$ cat config.mk
export PLATFORM = sky130hd
export DESIGN_NAME = mhm_front
export DESIGN_NICKNAME = d
export VERILOG_FILES = /design/src/sv/mhm_pkg.sv /design/src/sv/mhm_front.sv
export SDC_FILE = /design/constraint.sdc
export NUM_CORES = 1
export LEC_CHECK = 0
export ABC_CLOCK_PERIOD_IN_PS = 2330
export BUFFER_PORTS_ARGS = -buffer_cell sky130_fd_sc_hd__buf_2
export CAP_MARGIN = 20
export CORE_MARGIN = 1
export CORE_UTILIZATION = 51
export DETAILED_ROUTE_END_ITERATION = 10
export PLACE_DENSITY = 0.84
export SETUP_SLACK_MARGIN = 0.3
export SLEW_MARGIN = 10
export SYNTH_ARGS = -nofsm -noshare
export SYNTH_HDL_FRONTEND = slang
export SYNTH_SLANG_ARGS = --single-unit
export TNS_END_PERCENT = 30
$ cat constraint.sdc
create_clock -name clk -period 2.33 [get_ports clk]
set_input_delay 0.466 -clock clk [delete_from_list [all_inputs] [get_ports clk]]
set_output_delay 0.466 -clock clk [all_outputs]
set_load 0.05 [all_outputs]
$ cat src/sv/mhm_pkg.sv
// Package for the masked histogram matching unit: widths, defaults, the queue item type and the action and state enums.
// Used by the top level, mhm_front and mhm_back; depends on nothing.
`timescale 1ns / 1ps
`default_nettype none
package mhm_pkg;
    localparam int COUNT_BITS_DEF = 20;
    localparam int LEVELS_DEF = 256;
    localparam int CHANNELS_DEF = 3;
    localparam int PIX_BITS = 8;
    localparam int LANES_MAX = 3;
    localparam int QUEUE_DEPTH = 4;

    typedef enum logic [0:0] {
        ACT_ACCUM = 1'b0,
        ACT_APPLY = 1'b1
    } action_t;

    typedef struct packed {
        action_t action;
        logic mask_on;
        logic [LANES_MAX*PIX_BITS-1:0] src;
        logic [LANES_MAX*PIX_BITS-1:0] tgt;
        logic last;
    } item_t;

    typedef enum logic [2:0] {
        ST_RUN,
        ST_SUM,
        ST_SRCH,
        ST_MUL,
        ST_CMP,
        ST_WRITE,
        ST_CLEAR
    } state_t;
endpackage
`default_nettype wire

$ cat src/sv/mhm_front.sv
// Front part: takes input requests into a short queue for the back part.
// Depends on mhm_pkg.
`timescale 1ns / 1ps
`default_nettype none
module mhm_front
    import mhm_pkg::*;
(
    input  wire logic  clk,
    input  wire logic  rst_n,
    input  wire logic  in_valid,
    output logic       in_ready,
    input  wire item_t in_item,
    output logic       q_valid,
    input  wire logic  q_pop,
    output item_t      q_item
);
    localparam int AW = $clog2(QUEUE_DEPTH);
    item_t mem_reg [QUEUE_DEPTH];
    logic [AW-1:0] wr_reg, wr_next, rd_reg, rd_next;
    logic [AW:0] cnt_reg, cnt_next;
    logic push;

    assign in_ready = (cnt_reg != (AW+1)'(QUEUE_DEPTH));
    assign push = in_valid && in_ready;
    assign q_valid = (cnt_reg != '0);
    assign q_item = mem_reg[rd_reg];

    always_comb
    begin
        wr_next = push ? wr_reg + 1'b1 : wr_reg;
        rd_next = q_pop ? rd_reg + 1'b1 : rd_reg;
        cnt_next = cnt_reg + (AW+1)'(push) - (AW+1)'(q_pop);
    end

    always_ff @(posedge clk)
    begin
        if (push)
        begin
            mem_reg[wr_reg] <= in_item;
        end
    end

    always_ff @(posedge clk or negedge rst_n)
    begin
        if (!rst_n)
        begin
            wr_reg <= '0;
            rd_reg <= '0;
            cnt_reg <= '0;
        end
        else
        begin
            wr_reg <= wr_next;
            rd_reg <= rd_next;
            cnt_reg <= cnt_next;
        end
    end
endmodule
`default_nettype wire

; ---- Word-level counts from Yosys, hierarchy flattened
; Memory sizes are Yosys's and may differ from the RTL's.
; Cells that the tools add are included.
[classes]
n_reduce_logical = 2
add_sub_neg = 4
n_eq_ne = 1
mux = 2
[op_table]
columns = operator, n
row1 = $add A2 B1 Y2 const B, 2
row2 = $add A3 B1 Y3, 1
row3 = $ne A3 B3 Y1 const B, 1
row4 = $reduce_bool A3 Y1, 1
row5 = $sub A3 B1 Y3, 1
row6 = $mux W1, 2
row7 = $logic_and A1 B1 Y1, 1
[totals]
word_cells = 13
regBits = 7
out_inout_bits = 53
inputBits = 55
n_memories = 1
mem_bits_rw = 204
[memory_table]
columns = memory, depth, word_bits, rd, rd_ports_with_merged_regs, wr, line
row1 = mem_reg, 4, 51, 1, 0, 1, mhm_front.sv:18  ; item_t mem_reg [QUEUE_DEPTH];

; ---- Longest topological paths before layout
[depth]
word_depth = 4
ltp_mapped = 9
ltp_nobuf = 9

; ---- Worst setup path before layout
; No wires, ideal clock.
[synth_timing]
path_type = reg-to-reg
from = reg cnt_reg[2]
to = mem mem_reg[0][0] (netlist bit), enable pin
period_less_slack_ps = 2336
t_required_ps = 1916
path_stages_with_launch = 3
setup_slack_ps = -6
setup_time_ps = 414
arrival_time_ps = 1922
n_path_buf = 0
path_cell_list = dfrtp_1 > nor3b_2 > and3b_1
[synth_via]
elab_chain_cells = 4
[synth_lines]
columns = element, line
row1 = "start, declared", mhm_front.sv:20  ; logic [AW:0] cnt_reg, cnt_next;
row2 = "start signal, assigned", mhm_front.sv:55  ; cnt_reg <= cnt_next;
row3 = $ne A3 B3 Y1, mhm_front.sv:23  ; assign in_ready = (cnt_reg != (AW+1)'(QUEUE_DEPTH));
row4 = $logic_and A1 B1 Y1, mhm_front.sv:24  ; assign push = in_valid && in_ready;
row5 = $mux W1, mhm_front.sv:37  ; if (push)
row6 = $mux W1 (implied by the code), mhm_front.sv:39  ; mem_reg[wr_reg] <= in_item;
row7 = "end, declared", mhm_front.sv:18
; No other way between the ends.

==> results.py <==
metrics = {
    "sta": {
        "fmax_ghz": 0.413,
        "finClkSkew_ns": 0.00814,
        "rsz0062_at_grt": "yes",
        "setup_violations": 44,
        "layout_min_cycle_time_ns": 2.42,
        "fin_setup_tns_ns": -1.93,
        "slew_viol_final": 0,
        "tightest_slew_ns": 0.460,
        "report.final.hold_viol_count": 0,
        "slew-limit-headroom_pct": 69.3,
        "fin_crit_sh_pct": 104,
        "setup_ws_ns": -0.0912,
    },
    "finish": {
        "finalInstanceArea_um2": 9830,
        "nNetsFinal": 509,
        "antenna_cells": 0,
        "finish.utilization_pct": 64.9,
        "synthToLayoutAreaGrowth_pct": 24.8,
        "final_layout_size_suffix_gt1_share_pct": 48.9,
        "largest_reg_flops": 204,
        "fillers": 974,
    },
    "worst_setup_path": {
        "r2r_end": "cnt_reg[2]",
        "ff2ff_setup_slack_ns": 0.10,
        "criticalPathCategory": "register to output pin",
        "arrival_ns": 1.96,
        "ff2ff_path_depth": 9,
        "worstPathRequired_ns": 1.86,
        "crit_fanout": 6,
        "crit_path_end_kind": "output pin",
        "r2r_start": "cnt_reg[0]",
        "cp-start-kind": "register",
    },
    "floorplan": {
        "initial_utilization_pct": 52.0,
        "fp.dieH_um": 126,
        "pin_count": 108,
        "rows": 45,
        "die_width_um": 126,
        "core_um2": 15100,
        "dieArea_um2": 15900,
    },
    "detailed_routing": {
        "via_per_inst": 5.57,
        "vias": 3611,
        "drt_iter0_drc": 214,
        "drc_errors": 0,
        "drt_first_pass_iters": 4,
        "ant_nets": 0,
        "drt_wl_total_um": 13800,
        "post_drt_wl_per_cell_um": 21.3,
    },
    "clock_tree": {
        "cts_buffers": 21,
        "clk_latency_ns": 0.47,
        "clk_pin_slew_ns": 0.06,
        "clockBufferDepth": 3,
        "cts_tree": "built",
        "cts.sinks": 211,
        "cts_max_level": 1,
        "cts-root-buf": "clkbuf_16",
    },
    "synthesis": {
        "ys_ff_latch": 211,
        "yosysMostFrequentCell": "edfxtp_1",
        "synth_cells": 307,
        "syn_nets": 369,
        "synth_cell_type_count": 20,
        "yosysTopAreaCell": "edfxtp_1",
        "syn_area_per_cell_um2": 25.7,
        "yosysTopAreaCellShare_pct": 77.8,
        "ys.flop_type": "edfxtp_1",
        "yosysSeqAreaShare_pct": 80.0,
        "netlist_area_um2": 7880,
        "yosys-top-cells-area": "edfxtp_1, mux4_2, dfrtp_1",
        "ys_warn_count": 0,
        "synth_commonest_cells": "edfxtp_1, mux4_2, dfrtp_1",
        "synth_edf_count": 204,
        "synth-async-reset-ratio_pct": 3.32,
    },
    "global_routing": {
        "grt_overflow": 0,
        "grt_max_degree": 31,
        "antenna_found_initial": 0,
        "grt_usage_pct": 18.0,
        "grt_pass1_wl_um": 21600,
        "first_global_vias": 3975,
    },
    "pwr": {
        "p_seq_share_pct": 35.3,
        "powerDensity_nw_per_um2": 1530,
        "netSwitchingPower_mw": 5.44,
        "p_sw_share_pct": 36.3,
        "p_clk_share_pct": 21.0,
        "comb_power_share_pct": 43.8,
        "power.internal_mw": 9.56,
        "vdd_ir_drop_max_uv": 999,
        "power.leakage_nw": 3.43,
    },
    "outcome": {
        "failed_checks": "negative setup slack",
        "status": "finished, violations left",
    },
    "worst_hold_path": {
        "worstHoldPathCells": 1,
        "min_to": "mem_reg[0][47]",
        "hp-class": "input pin to register",
        "min-delay-start": "in_item[47]",
    },
    "run": {
        "maxCapViolCount": 0,
    },
    "placement": {
        "numPortBuffers": 107,
        "placed_area_um2": 8670,
        "dp_hpwl_um": 8360,
        "dp_slack_ns": 0.0162,
        "globalplace.congestion": 0.723,
    },
}
[worst max-delay path: stages, from the launching register on]
cell and delay [ns]:
dfrtp_4 0.51, buf_12 0.14, buf_12 0.12, mux4_2 0.54, buf_8 0.17
[stage by stage]
| step | total power, mW | std cells | hold slack (ns) |
|---|---|---|---|
| floorplan | 9.59 | 307 | 0.170 |
| global placement | 10.6 | 604 | 0.304 |
| detailed placement | 10.8 | 604 | 0.312 |
| CTS | 15.0 | 647 | 0.187 |
| global route | 15.6 | 648 | 0.187 |
| finish | 15.0 | 648 | 0.204 |
[how the worst max path moves through the flow]
stage	start	slack, ns	cells after the start	to
6_report	rd_reg[0]	-0.09	4	q_item[24]
5_1_grt	rd_reg[0]	-0.15	4	q_item[24]
4_1_cts	rd_reg[0]	-0.12	4	q_item[24]
3_5_place_dp	cnt_reg[1]	0.02	9	cnt_reg[2]
3_3_place_gp	cnt_reg[1]	0.19	9	cnt_reg[2]
2_1_floorplan	cnt_reg[2]	-0.005	2	mem_reg[2][0]
[layout by cell type (no fill, tap or decap)]
master and n:
nor3b_4 1, edfxtp_1 204, dfrtp_1 2, inv_6 1
xnor2_2 1, clkinv_1 5, buf_6 45, ha_4 2
buf_16 2, clkbuf_1 3, inv_2 3, clkinv_2 4
buf_2 54, and3b_2 4, clkbuf_16 22, buf_12 6
ha_1 4, buf_4 18, dfrtp_2 4, nand2b_1 3
buf_8 2, bufinv_16 2, xor2_1 1, nand2_1 2
nand4bb_1 2, mux4_1 1, dlygate4sd3_1 1, nand2b_4 1
inv_1 3, fa_2 1, o211ai_1 2, or3_4 1
mux4_2 50, dfrtp_4 1, xnor2_1 2
[cell type report]
cell class / instances / area [um2] / share of cell area, %
Sequential cell: 211 / 6310 / 64.2
Timing Repair Buffer: 129 / 1150 / 11.7
Multi-Input combinational cell: 78 / 1470 / 14.9
Clock inverter: 12 / 108 / 1.09
Inverter: 6 / 22.5 / 0.229
Clock buffer: 24 / 537 / 5.46
Tap cell: 188 / 235 / 2.39
[layer usage]
metal  routed length, um  track usage [%]
met3                 766             3.53
met5                   0                0
met4                 240             5.32
met1                5670             24.2
met2                7110             30.1
[kinds of logic after synthesis]
group,share of synthesized area [%]
buf+inv,2.06
mux,14.7
fa+ha+maj,1.21
compound gates,0.191
simple gates,1.38
flops,80.0
xor+xnor,0.445
[power groups by stage]
stage,Combinational (mW),Sequential (mW),Clock [mW]
CTS,6.54,5.29,3.20
finish,6.57,5.29,3.14
global route,6.86,5.35,3.37
global placement,5.29,5.32,0
floorplan,4.35,5.24,0
detailed placement,5.36,5.39,0
[timing repair]
item / CTS / global route
endpoints found under the setup margin: 55 / 55
pin swaps: 4 / 2
gates cloned: 2 / 1
hold buffers: 1 / 0
buffers inserted: 4 / 0
endpoints found under the hold margin: 7 / 0
resized for setup: 114 / 6
(Power assumes the default switching activity.)
